$ cat config.mk
export PLATFORM = sky130hd
export DESIGN_NAME = quoted_line_blanker_core
export DESIGN_NICKNAME = d
export VERILOG_FILES = /design/src/hw/rtl/qlb_pkg.sv /design/src/hw/rtl/qlb_front.sv /design/src/hw/rtl/qlb_queue.sv /design/src/hw/rtl/qlb_back.sv /design/src/hw/rtl/quoted_line_blanker_core.sv
export SDC_FILE = /design/constraint.sdc
export NUM_CORES = 1
export LEC_CHECK = 0
export ABC_CLOCK_PERIOD_IN_PS = 9200
export BUFFER_PORTS_ARGS = -buffer_cell sky130_fd_sc_hd__buf_2
export CORE_MARGIN = 5
export CORE_UTILIZATION = 29
export DETAILED_ROUTE_END_ITERATION = 12
export PLACE_DENSITY = 0.44
export SYNTH_ARGS = -nofsm -noshare
export SYNTH_HDL_FRONTEND = slang
export SYNTH_SLANG_ARGS = --single-unit
$ cat constraint.sdc
create_clock -name aclk -period 9.2 [get_ports aclk]
set_input_delay 1.84 -clock aclk [delete_from_list [all_inputs] [get_ports aclk]]
set_output_delay 1.84 -clock aclk [all_outputs]
set_load 0.1 [all_outputs]
$ cat src/hw/rtl/qlb_pkg.sv
package qlb_pkg;

    localparam int CHAR_W       = 8;
    localparam int COL_W        = 6;
    localparam int CFG_IDX_W    = 3;
    localparam int CFG_DATA_W   = 64;
    localparam int QUEUE_DEPTH  = 4;
    localparam int QUEUE_AW     = $clog2(QUEUE_DEPTH);

    localparam logic [CHAR_W-1:0] NL_CODE    = 8'd10;
    localparam logic [CHAR_W-1:0] SPACE_CODE = 8'd32;

    localparam logic [CFG_IDX_W-1:0] REG_QUOTE_MAP_LOW      = 3'd0;
    localparam logic [CFG_IDX_W-1:0] REG_QUOTE_MAP_MID_LOW  = 3'd1;
    localparam logic [CFG_IDX_W-1:0] REG_QUOTE_MAP_MID_HIGH = 3'd2;
    localparam logic [CFG_IDX_W-1:0] REG_QUOTE_MAP_HIGH     = 3'd3;
    localparam logic [CFG_IDX_W-1:0] REG_MARGIN_LIMIT       = 3'd4;

    localparam logic [CFG_DATA_W-1:0] QUOTE_MAP_LOW_RST      = 64'h4000_0000_0000_0000;
    localparam logic [CFG_DATA_W-1:0] QUOTE_MAP_MID_LOW_RST  = 64'h1000_0000_0000_0000;
    localparam logic [CFG_DATA_W-1:0] QUOTE_MAP_MID_HIGH_RST = 64'h0;
    localparam logic [CFG_DATA_W-1:0] QUOTE_MAP_HIGH_RST     = 64'h0;
    localparam logic [COL_W-1:0]      MARGIN_LIMIT_RST       = 6'd10;

    typedef enum logic {
        CMD_HOLD = 1'b0,
        CMD_EMIT = 1'b1
    } cmd_kind_t;

    typedef struct packed {
        cmd_kind_t         kind;
        logic [CHAR_W-1:0] ch;
        logic              blank_held;
        logic              blank_cur;
    } cmd_t;

endpackage

$ cat src/hw/rtl/qlb_front.sv
module qlb_front #(
    parameter int HOLD_DEPTH = 64
) (
    input  logic                           aclk,
    input  logic                           aresetn,
    input  logic                           cfg_wr_en,
    input  logic [qlb_pkg::CFG_IDX_W-1:0]  cfg_wr_index,
    input  logic [qlb_pkg::CFG_DATA_W-1:0] cfg_wr_data,
    input  logic                           s_tvalid,
    output logic                           s_tready,
    input  logic [qlb_pkg::CHAR_W-1:0]     s_char,
    input  logic                           s_last,
    output logic                           push_valid,
    input  logic                           push_ready,
    output qlb_pkg::cmd_t                  push_cmd
);
    import qlb_pkg::*;

    localparam int HOLD_AW = $clog2(HOLD_DEPTH);

    logic [3:0][CFG_DATA_W-1:0] quote_map_reg;
    logic [COL_W-1:0]           margin_reg;

    logic               at_start_reg, at_start_next;
    logic               quoted_reg, quoted_next;
    logic [COL_W-1:0]   col_reg, col_next;
    logic [HOLD_AW-1:0] held_reg, held_next;

    logic accept;
    logic hit;
    logic quoted_now;

    assign s_tready   = push_ready;
    assign push_valid = s_tvalid;
    assign accept     = s_tvalid && push_ready;

    assign hit        = quote_map_reg[s_char[7:6]][s_char[5:0]];
    assign quoted_now = quoted_reg || (at_start_reg && hit);

    always_ff @(posedge aclk) begin
        if (!aresetn) begin
            quote_map_reg[0] <= QUOTE_MAP_LOW_RST;
            quote_map_reg[1] <= QUOTE_MAP_MID_LOW_RST;
            quote_map_reg[2] <= QUOTE_MAP_MID_HIGH_RST;
            quote_map_reg[3] <= QUOTE_MAP_HIGH_RST;
            margin_reg       <= MARGIN_LIMIT_RST;
        end else if (cfg_wr_en) begin
            unique case (cfg_wr_index)
                REG_QUOTE_MAP_LOW:      quote_map_reg[0] <= cfg_wr_data;
                REG_QUOTE_MAP_MID_LOW:  quote_map_reg[1] <= cfg_wr_data;
                REG_QUOTE_MAP_MID_HIGH: quote_map_reg[2] <= cfg_wr_data;
                REG_QUOTE_MAP_HIGH:     quote_map_reg[3] <= cfg_wr_data;
                REG_MARGIN_LIMIT:       margin_reg <= cfg_wr_data[COL_W-1:0];
                default: ;
            endcase
        end
    end

    always_comb begin
        at_start_next       = at_start_reg;
        quoted_next         = quoted_reg;
        col_next            = col_reg;
        held_next           = held_reg;
        push_cmd.kind       = CMD_EMIT;
        push_cmd.ch         = s_char;
        push_cmd.blank_held = 1'b0;
        push_cmd.blank_cur  = 1'b0;

        if (s_char == NL_CODE) begin
            push_cmd.blank_held = quoted_now;
            quoted_next         = 1'b0;
            at_start_next       = 1'b1;
            col_next            = '0;
            held_next           = '0;
        end else begin
            quoted_next = quoted_now;
            if (at_start_reg) begin
                if (col_reg < margin_reg) begin
                    col_next = col_reg + 1'b1;
                end else begin
                    at_start_next = 1'b0;
                end
            end
            if (quoted_now) begin
                push_cmd.blank_held = 1'b1;
                push_cmd.blank_cur  = 1'b1;
                held_next           = '0;
            end else if (!at_start_next || s_last ||
                         held_reg == HOLD_AW'(HOLD_DEPTH - 1)) begin
                held_next = '0;
            end else begin
                push_cmd.kind = CMD_HOLD;
                held_next     = held_reg + 1'b1;
            end
        end
    end

    always_ff @(posedge aclk) begin
        if (!aresetn) begin
            at_start_reg <= 1'b1;
            quoted_reg   <= 1'b0;
            col_reg      <= '0;
            held_reg     <= '0;
        end else if (accept) begin
            at_start_reg <= at_start_next;
            quoted_reg   <= quoted_next;
            col_reg      <= col_next;
            held_reg     <= held_next;
        end
    end

endmodule

$ cat src/hw/rtl/qlb_queue.sv
module qlb_queue (
    input  logic          aclk,
    input  logic          aresetn,
    input  logic          push_valid,
    output logic          push_ready,
    input  qlb_pkg::cmd_t push_cmd,
    output logic          pop_valid,
    input  logic          pop_ready,
    output qlb_pkg::cmd_t pop_cmd
);
    import qlb_pkg::*;

    cmd_t                entry_reg [QUEUE_DEPTH];
    logic [QUEUE_AW-1:0] wr_ptr_reg;
    logic [QUEUE_AW-1:0] rd_ptr_reg;
    logic [QUEUE_AW:0]   count_reg;
    logic                push;
    logic                pop;

    assign push_ready = count_reg != (QUEUE_AW+1)'(QUEUE_DEPTH);
    assign pop_valid  = count_reg != '0;
    assign pop_cmd    = entry_reg[rd_ptr_reg];
    assign push       = push_valid && push_ready;
    assign pop        = pop_valid && pop_ready;

    always_ff @(posedge aclk) begin
        if (push) begin
            entry_reg[wr_ptr_reg] <= push_cmd;
        end
    end

    always_ff @(posedge aclk) begin
        if (!aresetn) begin
            wr_ptr_reg <= '0;
            rd_ptr_reg <= '0;
            count_reg  <= '0;
        end else begin
            if (push) begin
                wr_ptr_reg <= wr_ptr_reg + 1'b1;
            end
            if (pop) begin
                rd_ptr_reg <= rd_ptr_reg + 1'b1;
            end
            case ({push, pop})
                2'b10:   count_reg <= count_reg + 1'b1;
                2'b01:   count_reg <= count_reg - 1'b1;
                default: ;
            endcase
        end
    end

endmodule

$ cat src/hw/rtl/qlb_back.sv
module qlb_back #(
    parameter int HOLD_DEPTH = 64
) (
    input  logic                       aclk,
    input  logic                       aresetn,
    input  logic                       pop_valid,
    output logic                       pop_ready,
    input  qlb_pkg::cmd_t              pop_cmd,
    output logic                       m_tvalid,
    input  logic                       m_tready,
    output logic [qlb_pkg::CHAR_W-1:0] m_char,
    output logic                       m_blanked,
    output logic                       m_last
);
    import qlb_pkg::*;

    localparam int HOLD_AW = $clog2(HOLD_DEPTH);

    typedef enum logic [2:0] {
        S_IDLE  = 3'b001,
        S_FLUSH = 3'b010,
        S_EMIT  = 3'b100
    } state_t;

    state_t             state_reg, state_next;
    logic [HOLD_AW-1:0] cnt_reg, cnt_next;
    logic [HOLD_AW-1:0] idx_reg, idx_next;
    cmd_t               cmd_reg, cmd_next;

    logic [CHAR_W-1:0]  mem [HOLD_DEPTH];
    logic [CHAR_W-1:0]  rd_data_reg;
    logic               mem_we;

    logic              m_valid_reg, m_valid_next;
    logic [CHAR_W-1:0] m_char_reg, m_char_next;
    logic              m_blank_reg, m_blank_next;
    logic              m_last_reg, m_last_next;
    logic              out_free;

    assign out_free  = !m_valid_reg || m_tready;
    assign m_tvalid  = m_valid_reg;
    assign m_char    = m_char_reg;
    assign m_blanked = m_blank_reg;
    assign m_last    = m_last_reg;

    always_comb begin
        state_next   = state_reg;
        cnt_next     = cnt_reg;
        idx_next     = idx_reg;
        cmd_next     = cmd_reg;
        pop_ready    = 1'b0;
        mem_we       = 1'b0;
        m_valid_next = m_valid_reg && !m_tready;
        m_char_next  = m_char_reg;
        m_blank_next = m_blank_reg;
        m_last_next  = m_last_reg;

        unique case (state_reg)
            S_IDLE: begin
                if (pop_valid) begin
                    if (pop_cmd.kind == CMD_HOLD) begin
                        pop_ready = 1'b1;
                        mem_we    = 1'b1;
                        cnt_next  = cnt_reg + 1'b1;
                    end else if (cnt_reg != '0) begin
                        pop_ready  = 1'b1;
                        cmd_next   = pop_cmd;
                        idx_next   = '0;
                        state_next = S_FLUSH;
                    end else if (out_free) begin
                        pop_ready    = 1'b1;
                        m_valid_next = 1'b1;
                        m_char_next  = pop_cmd.blank_cur ? SPACE_CODE : pop_cmd.ch;
                        m_blank_next = pop_cmd.blank_cur;
                        m_last_next  = 1'b1;
                    end
                end
            end
            S_FLUSH: begin
                if (out_free) begin
                    m_valid_next = 1'b1;
                    m_char_next  = cmd_reg.blank_held ? SPACE_CODE : rd_data_reg;
                    m_blank_next = cmd_reg.blank_held;
                    m_last_next  = 1'b0;
                    if (idx_reg == cnt_reg - 1'b1) begin
                        cnt_next   = '0;
                        idx_next   = '0;
                        state_next = S_EMIT;
                    end else begin
                        idx_next = idx_reg + 1'b1;
                    end
                end
            end
            S_EMIT: begin
                if (out_free) begin
                    m_valid_next = 1'b1;
                    m_char_next  = cmd_reg.blank_cur ? SPACE_CODE : cmd_reg.ch;
                    m_blank_next = cmd_reg.blank_cur;
                    m_last_next  = 1'b1;
                    state_next   = S_IDLE;
                end
            end
            default: state_next = S_IDLE;
        endcase
    end

    always_ff @(posedge aclk) begin
        if (mem_we) begin
            mem[cnt_reg] <= pop_cmd.ch;
        end
        rd_data_reg <= mem[idx_next];
    end

    always_ff @(posedge aclk) begin
        cmd_reg     <= cmd_next;
        m_char_reg  <= m_char_next;
        m_blank_reg <= m_blank_next;
        m_last_reg  <= m_last_next;
    end

    always_ff @(posedge aclk) begin
        if (!aresetn) begin
            state_reg   <= S_IDLE;
            cnt_reg     <= '0;
            idx_reg     <= '0;
            m_valid_reg <= 1'b0;
        end else begin
            state_reg   <= state_next;
            cnt_reg     <= cnt_next;
            idx_reg     <= idx_next;
            m_valid_reg <= m_valid_next;
        end
    end

    a_flush_has_entries: assert property (@(posedge aclk) disable iff (!aresetn)
        state_reg == S_FLUSH |-> cnt_reg != '0 && idx_reg < cnt_reg)
        else $error("flush index outside held entries");

    a_idle_index_zero: assert property (@(posedge aclk) disable iff (!aresetn)
        state_reg == S_IDLE |-> idx_reg == '0)
        else $error("read index not parked at zero");

    a_direct_emit: assert property (@(posedge aclk) disable iff (!aresetn)
        state_reg == S_IDLE && pop_valid && pop_ready && pop_cmd.kind == CMD_EMIT &&
        cnt_reg == '0 |=> m_tvalid && m_last)
        else $error("direct emit did not reach output");

    a_hold_not_full: assert property (@(posedge aclk) disable iff (!aresetn)
        mem_we |-> cnt_reg != HOLD_AW'(HOLD_DEPTH - 1))
        else $error("hold store overflow");

endmodule

$ cat src/hw/rtl/quoted_line_blanker_core.sv
// Path: an item emitted directly passes the command queue and the output register when the
// back end is idle; a release of held items passes the queue, hold memory read and output register.
// Throughput: one item per cycle enters while the 4-entry command queue has room;
// the back end gives one result per cycle while the output is not stalled, and a release
// runs through the flush sequencer, which emits the held items before the releasing item.
// Reset: synchronous, clears line state, counts, queue and config to defaults.
module quoted_line_blanker_core #(
    parameter int HOLD_DEPTH = 64
) (
    input  logic                           aclk,
    input  logic                           aresetn,
    input  logic                           cfg_wr_en,
    input  logic [qlb_pkg::CFG_IDX_W-1:0]  cfg_wr_index,
    input  logic [qlb_pkg::CFG_DATA_W-1:0] cfg_wr_data,
    input  logic                           s_tvalid,
    output logic                           s_tready,
    input  logic [7:0]                     s_tdata,  // [7:0] in_char
    input  logic                           s_tlast,  // end_of_chunk
    output logic                           m_tvalid,
    input  logic                           m_tready,
    output logic [7:0]                     m_tdata,  // [7:0] out_char
    output logic                           m_tuser,  // was_blanked
    output logic                           m_tlast   // run_last
);
    import qlb_pkg::*;

    logic push_valid, push_ready;
    cmd_t push_cmd;
    logic pop_valid, pop_ready;
    cmd_t pop_cmd;

    qlb_front #(
        .HOLD_DEPTH(HOLD_DEPTH)
    ) u_front (
        .aclk        (aclk),
        .aresetn     (aresetn),
        .cfg_wr_en   (cfg_wr_en),
        .cfg_wr_index(cfg_wr_index),
        .cfg_wr_data (cfg_wr_data),
        .s_tvalid    (s_tvalid),
        .s_tready    (s_tready),
        .s_char      (s_tdata),
        .s_last      (s_tlast),
        .push_valid  (push_valid),
        .push_ready  (push_ready),
        .push_cmd    (push_cmd)
    );

    qlb_queue u_queue (
        .aclk      (aclk),
        .aresetn   (aresetn),
        .push_valid(push_valid),
        .push_ready(push_ready),
        .push_cmd  (push_cmd),
        .pop_valid (pop_valid),
        .pop_ready (pop_ready),
        .pop_cmd   (pop_cmd)
    );

    qlb_back #(
        .HOLD_DEPTH(HOLD_DEPTH)
    ) u_back (
        .aclk     (aclk),
        .aresetn  (aresetn),
        .pop_valid(pop_valid),
        .pop_ready(pop_ready),
        .pop_cmd  (pop_cmd),
        .m_tvalid (m_tvalid),
        .m_tready (m_tready),
        .m_char   (m_tdata),
        .m_blanked(m_tuser),
        .m_last   (m_tlast)
    );

endmodule
==> results of run 1 <==
per-layer routing:
layer | vias to the layer above | global-route usage
li1 | 11650 | -
met1 | 12180 | 0.2051
met2 | 460 | 0.2571
met3 | 169 | 0.02729
met4 | 16 | 0.04095
met5 | - | 0
cells by family (layout without fill, tap and decap cells):
kind of cell / after synthesis / in the layout / synth area share
flops: 885 / 885 / 0.6310
buf+inv: 241 / 334 / 0.02811
other cells: 0 / 6 / 0
mux: 166 / 166 / 0.06986
simple gates: 1466 / 1466 / 0.1711
xor+xnor: 22 / 22 / 0.005178
compound gates: 452 / 452 / 0.08923
fa+ha+maj: 16 / 16 / 0.005581
path summary, 6_finish.rpt:
kind | end | slack [ns] | start | cells past startpoint
worst max register to register | u_back.rd_data_reg[2] | 3.78 | u_back.cnt_reg[0] | 13
worst min-delay path | u_front.quote_map_reg[92] | 0.46 | u_front.quote_map_reg[92] | 2
worst min register to register | u_front.quote_map_reg[92] | 0.46 | u_front.quote_map_reg[92] | 2
worst max-delay path | u_back.rd_data_reg[2] | 3.51 | m_tready | 12
power groups by stage:
stage | registers, mW | logic (mW) | clock network (mW)
CTS | 4.78 | 1.19 | 4.02
global route | 4.79 | 1.26 | 4.20
global placement | 4.86 | 1.18 | 0
finish | 4.77 | 1.16 | 3.92
floorplan | 4.95 | 0.580 | 0
detailed placement | 4.86 | 1.19 | 0
cell usage in the layout, fill, tap and decap left out, drive strengths merged, types with 7 or more instances in the layout:
master	instances
a311o	8
mux2i	91
mux4	75
a21boi	260
clkbuf	125
nand4	31
a22o	9
xnor2	9
buf	135
a22oi	18
a21oi	40
xor2	13
nor2b	17
dfxtp	309
nor3	10
inv	31
bufinv	9
nor2	107
or3	10
nand3	209
nor4	12
o22ai	11
nand2b	10
o31ai	7
a211oi	20
nand2	952
a222oi	7
edfxtp	576
and3	61
o21ai	26
ha	15
clkinv	28
a221oi	9
and2	18
worst max-delay path, cell delays in order:
cell	delay (ns)
buf_2	0.10
nor2b_1	0.62
nor2_1	0.18
nand2_1	0.11
a21oi_1	0.07
nor2_4	0.82
buf_4	0.62
nand3_1	0.16
o21ai_0	0.17
o22ai_1	0.17
nor4_1	1.05
nand3_1	0.15
cell usage after synthesis (8+ instances only):
| library cell | instances | area, sq um |
|---|---|---|
| nor2_1 | 104 | 390.4 |
| and3_1 | 61 | 381.6 |
| ha_1 | 15 | 187.7 |
| a211oi_1 | 20 | 150.1 |
| a22oi_1 | 18 | 135.1 |
| nand2_1 | 950 | 3566 |
| a311o_1 | 8 | 80.08 |
| clkbuf_1 | 132 | 495.5 |
| inv_1 | 26 | 97.59 |
| mux2i_1 | 91 | 910.9 |
| a22o_1 | 9 | 78.83 |
| nor4_1 | 10 | 62.56 |
| a21oi_1 | 37 | 185.2 |
| nand2b_1 | 10 | 62.56 |
| mux4_2 | 75 | 1689 |
| nand3_1 | 209 | 1046 |
| and2_1 | 17 | 106.4 |
| xor2_1 | 13 | 113.9 |
| a21boi_0 | 258 | 1937 |
| xnor2_1 | 9 | 78.83 |
| buf_2 | 44 | 220.2 |
| buf_1 | 23 | 86.33 |
| edfxtp_1 | 576 | 17300 |
| o21ai_0 | 24 | 120.1 |
| a221oi_1 | 9 | 78.83 |
| nand4_1 | 31 | 193.9 |
| nor3_1 | 9 | 45.04 |
| nor2b_1 | 17 | 106.4 |
| o22ai_1 | 11 | 68.82 |
| or3_1 | 10 | 62.56 |
| buf_4 | 9 | 67.56 |
| dfxtp_1 | 309 | 6186 |
layout make-up:
type / instances / area share
diodes: 6 / 0.0003540
clock buffers: 125 / 0.06284
clock inverters: 48 / 0.01159
inverters: 26 / 0.002301
multi-input cells: 2122 / 0.3006
flip-flops and latches: 885 / 0.5537
well taps: 1662 / 0.04903
repair buffers: 135 / 0.01962
==> impl_metrics.py, run 1 <==
metrics = {
    "detailed_routing": {
        "drt-met1-wl_mm": 48.01,
        "initialDrtViolationCount": 1871,
        "dr_wl_met2_mm": 50.80,
        "met3WireLength_mm": 4.589,
        "drc": 0,
        "postRouteAntennaNets": 0,
        "wl_mm": 106.3,
        "highest_layer": "met5",
        "vias": 24480,
        "vias_per_cell": 4.887,
        "wl_per_cell_um": 21.22,
        "dr.pass1.iters": 5,
    },
    "yosys": {
        "synth_ff_type": "edfxtp_1",
        "async_reset_ff_frac": 0,
        "synth_seq_cells": 885,
        "syn-cell-area_sq_um": 37220,
        "syn_nets": 3345,
        "yosys_warnings": 0,
        "syn_area_per_cell_sq_um": 11.46,
        "syn_inst": 3248,
        "ys_types": 75,
        "synth_edf_count": 576,
        "seq_area_frac_synth": 0.6310,
    },
    "run_status": {
        "status": "complete, no violations",
    },
    "setup_path": {
        "cp_max_fo": 42,
        "endpoint_kind": "flop",
        "crit_type": "in -> reg",
        "start_kind": "input port",
        "worstPathArrival_ns": 6.16,
        "cp_data_required_time_ns": 9.66,
    },
    "global_routing": {
        "grt_antenna_before_repair": 19,
        "grt_start_max_net_pins": 130,
        "overflow": 0,
        "grt_pass1_wl_mm": 160.5,
        "grt_pass1_vias": 24430,
        "grt_use_total": 0.1533,
    },
    "layout": {
        "fin_area_sq_um": 42410,
        "multiInputGateArea_sq_um": 12750,
        "fin_cells": 5009,
        "nNetsFinal": 3362,
        "drive_above_1_share": 0.1185,
        "area_growth_pct": 13.96,
        "fillCellCount": 12890,
        "ff_latch_area_sq_um": 23480,
        "largest_reg_flops": 512,
        "fin_util": 0.3326,
    },
    "floorplanning": {
        "die_h_um": 368.2,
        "die_w_um": 368.2,
        "design.core.area_sq_um": 127500,
        "ioPinCount": 93,
        "initial_core_util": 0.2918,
        "die-area_sq_um": 135600,
        "floorplan.rows": 131,
    },
    "timing": {
        "setup_ws_ns": 3.507,
        "max_freq_mhz": 175.6,
        "setup_violations": 0,
        "hold-worst-slack_ns": 0.4631,
        "finalCritPeriodShare": 0.6188,
        "fin_skew_ns": 0.01874,
        "hold_violations": 0,
        "drv_slew": 0,
        "setup_tns_ns": 0,
        "rsz0062_at_grt": "false",
        "slew_headroom": 0.1425,
        "tightestPinTransition_ns": 1.268,
        "min_period_ns": 5.693,
    },
    "power": {
        "p_total_mw": 9.851,
        "peakVddDrop_uv": 142.5,
        "p_sw_frac": 0.2650,
        "powerDensity_nw_per_um2": 232.3,
        "combPwrFrac": 0.118,
        "p_leak_nw": 14.55,
        "internal_power_mw": 7.240,
        "p_sw_mw": 2.611,
        "power_frac_clock": 0.398,
        "p_seq_frac": 0.484,
    },
    "clocking": {
        "htree_levels": 3,
        "cts_buffer_depth": 3,
        "cts_resized": 0,
        "postCtsSetupBuffers": 0,
        "clk_latency_ns": 0.65,
        "numCtsBuffers": 95,
        "hold_buffers": 0,
        "path_clk_slew_ns": 0.06,
        "clock-sinks": 885,
        "cts_root_buffer": "clkbuf_16",
        "cts_tree": "yes",
    },
    "placement": {
        "pre_cts_slack_ns": 2.799,
        "port_buffers": 92,
        "gp_congestion": 0.7546,
        "hpwl_mm": 61.74,
        "dpl_cell_area_sq_um": 39240,
        "place_inst": 4830,
    },
    "worst_hold_path": {
        "hold_class": "reg -> reg",
    },
    "run": {
        "cap_violations": 0,
    },
}
No activity file was read; power rests on OpenSTA's default activity.
==> run 2: changes to the inputs <==
--- a/config.mk
+++ b/config.mk
@@ -5,12 +5,12 @@
 export SDC_FILE = /design/constraint.sdc
 export NUM_CORES = 1
 export LEC_CHECK = 0
-export ABC_CLOCK_PERIOD_IN_PS = 9200
+export ABC_CLOCK_PERIOD_IN_PS = 5100
 export BUFFER_PORTS_ARGS = -buffer_cell sky130_fd_sc_hd__buf_2
 export CORE_MARGIN = 5
 export CORE_UTILIZATION = 29
 export DETAILED_ROUTE_END_ITERATION = 12
-export PLACE_DENSITY = 0.44
+export PLACE_DENSITY = 0.46
 export SYNTH_ARGS = -nofsm -noshare
 export SYNTH_HDL_FRONTEND = slang
 export SYNTH_SLANG_ARGS = --single-unit
==> constraint.sdc (replaced) <==
create_clock -name aclk -period 5.1 [get_ports aclk]
set_input_delay 1.02 -clock aclk [delete_from_list [all_inputs] [get_ports aclk]]
set_output_delay 1.02 -clock aclk [all_outputs]
set_load 0.1 [all_outputs]
==> impl_metrics.py, run 2 (synthesis gave the netlist of run 1 again) <==
metrics = {
    "setup_path": {
        "cp_cell_sequence": "inv_1, ha_1, xor2_1, nand2_1, o41ai_1, and2_4, mux2i_1, mux2i_1, nand3_1, nand4_1, or4_1, or3_1",
        "rr_endpoint": "u_back.rd_data_reg[4]",
        "cp_slowest_cell": "and2_4",
        "start_kind": "flop",
        "cp_num_buf_inv": 1,
        "cp_max_fo": 53,
        "crit_family": "simple AND/OR/NAND/NOR gates",
        "rr_startpoint": "u_back.cnt_reg[0]",
        "worstPathArrival_ns": 5.11,
        "critPathLaunch": "u_back.cnt_reg[0]",
        "endpoint_kind": "flop",
        "crit_type": "reg -> reg",
        "reg2reg_slack_ns": 0.53,
        "worst_path_most_repeated_cell": "mux2i_1",
        "rr_worst_depth": 12,
        "cp_data_required_time_ns": 5.65,
        "crit_path_max_incr_delay_ns": 0.93,
    },
    "timing": {
        "tightestPinTransition_ns": 1.174,
        "drv_slew": 0,
        "max_freq_mhz": 219.0,
        "rsz0062_at_grt": "false",
        "slew_headroom": 0.2143,
        "setup_violations": 0,
        "setup_tns_ns": 0,
        "min_period_ns": 4.567,
        "fin_skew_ns": 0.03298,
        "hold_violations": 0,
        "finalCritPeriodShare": 0.8955,
    },
    "run": {
        "cap_violations": 0,
    },
    "clocking": {
        "numCtsBuffers": 94,
        "cts_buffer_depth": 3,
        "htree_levels": 3,
        "postCtsSetupBuffers": 0,
        "cts_tree": "yes",
        "hold_buffers": 0,
        "cts_resized": 0,
        "clk_latency_ns": 0.66,
        "clock-sinks": 885,
        "path_clk_slew_ns": 0.06,
        "cts_root_buffer": "clkbuf_16",
    },
    "global_routing": {
        "grt_antenna_before_repair": 21,
        "overflow": 0,
        "grt_start_max_net_pins": 200,
        "grt_pass1_vias": 24220,
        "grt_use_total": 0.1560,
        "grt_pass1_wl_mm": 162.4,
    },
    "power": {
        "powerDensity_nw_per_um2": 410.3,
        "peakVddDrop_uv": 253.6,
        "p_seq_frac": 0.490,
        "combPwrFrac": 0.126,
        "power_frac_clock": 0.384,
        "p_sw_frac": 0.2681,
        "p_sw_mw": 4.695,
        "p_leak_nw": 14.73,
        "internal_power_mw": 12.82,
    },
    "detailed_routing": {
        "drc": 0,
        "postRouteAntennaNets": 0,
        "vias_per_cell": 4.904,
        "dr.pass1.iters": 7,
        "vias": 24750,
        "wl_per_cell_um": 21.49,
        "wl_mm": 108.5,
        "initialDrtViolationCount": 1840,
    },
    "worst_hold_path": {
        "whs_endpoint": "u_front.quote_map_reg[195]",
        "hold_class": "reg -> reg",
        "min_path_cells": 2,
        "hold_start": "u_front.quote_map_reg[195]",
    },
    "run_status": {
        "status": "complete, no violations",
    },
    "layout": {
        "fillCellCount": 12810,
        "area_growth_pct": 14.69,
        "drive_above_1_share": 0.1273,
        "multiInputGateArea_sq_um": 12750,
        "nNetsFinal": 3406,
        "ff_latch_area_sq_um": 23480,
        "fin_area_sq_um": 42680,
        "final_common_cell": "nand2_1",
        "mostFrequentLayoutCells": "nand2_1, edfxtp_1, dfxtp_1, a21boi_0, nand3_1",
        "largest_reg_flops": 512,
    },
    "placement": {
        "hpwl_mm": 66.91,
        "dpl_cell_area_sq_um": 39680,
        "gp_congestion": 0.7785,
        "port_buffers": 92,
    },
    "floorplanning": {
        "initial_core_util": 0.2918,
        "ioPinCount": 93,
        "design.core.area_sq_um": 127500,
        "floorplan.rows": 131,
        "die_w_um": 368.2,
        "die_h_um": 368.2,
        "die-area_sq_um": 135600,
    },
}
==> run 2: cell types whose count changed in the layout (fill, tap and decap cells not counted), moves of 2 or more <==
| cell | before | now |
|---|---|---|
| buf_12 | 3 | 12 |
| buf_4 | 42 | 77 |
| bufinv_16 | 9 | 4 |
| clkinv_1 | 9 | 11 |
| clkinvlp_4 | 6 | 2 |
| diode_2 | 6 | 8 |
| inv_6 | 5 | 0 |
==> run 2: how the worst max path moves through the flow <==
stage | depth (start not counted) | to | slack (ns)
floorplan | 13 | u_front.held_reg[2] | 1.28
global placement | 12 | u_front.held_reg[5] | 0.29
detailed placement | 12 | u_front.held_reg[5] | 0.25
CTS | 12 | u_back.rd_data_reg[4] | 0.47
global route | 12 | u_back.rd_data_reg[4] | 0.26
finish | 12 | u_back.rd_data_reg[4] | 0.53
==> run 2: cell type report <==
class / count / share of cell area
sequential: 885 / 0.5502
multi-input combinational: 2122 / 0.2987
clock buffer: 126 / 0.06276
tap: 1662 / 0.04872
timing repair buffer: 180 / 0.02999
clock inverter: 38 / 0.006918
inverter: 26 / 0.002287
antenna: 8 / 0.0004690
==> run 2: worst register-to-register path, stage by stage (launching register included) <==
cell	delay [ns]
dfxtp_1	0.53
inv_1	0.16
ha_1	0.35
xor2_1	0.16
nand2_1	0.12
o41ai_1	0.60
and2_4	0.93
mux2i_1	0.36
mux2i_1	0.09
nand3_1	0.13
nand4_1	0.23
or4_1	0.47
or3_1	0.37
==> run 2: per-stage QoR <==
step           power, mW  setup WS, ns  cells  hold WS [ns]  utilization
3_5_place_dp       10.99        0.2547   4874        0.4545       0.3112
3_3_place_gp       10.97        0.2860   4874        0.4488       0.3112
5_1_grt            18.18        0.2633   5039        0.4825       0.3346
6_report           17.51        0.5332   5047        0.4630       0.3347
2_1_floorplan      9.981         1.278   3248        0.4360            -
4_1_cts            17.74        0.4655   5038        0.4648       0.3345
==> run 2: routing by layer <==
layer  track usage  up-vias  routed length [um]
met4       0.04230       14                2698
li1              -    11720                   -
met1        0.2110    12310               48480
met3       0.02820      159                5585
met2        0.2580      549               51620
met5             0        -                  83
==> run 2: power by group through the flow <==
stage | sequential [mW] | clock [mW] | combinational (mW)
2_1_floorplan | 8.93 | 0 | 1.05
3_3_place_gp | 8.75 | 0 | 2.22
3_5_place_dp | 8.75 | 0 | 2.24
4_1_cts | 8.59 | 6.90 | 2.24
5_1_grt | 8.61 | 7.19 | 2.38
6_report | 8.59 | 6.73 | 2.20
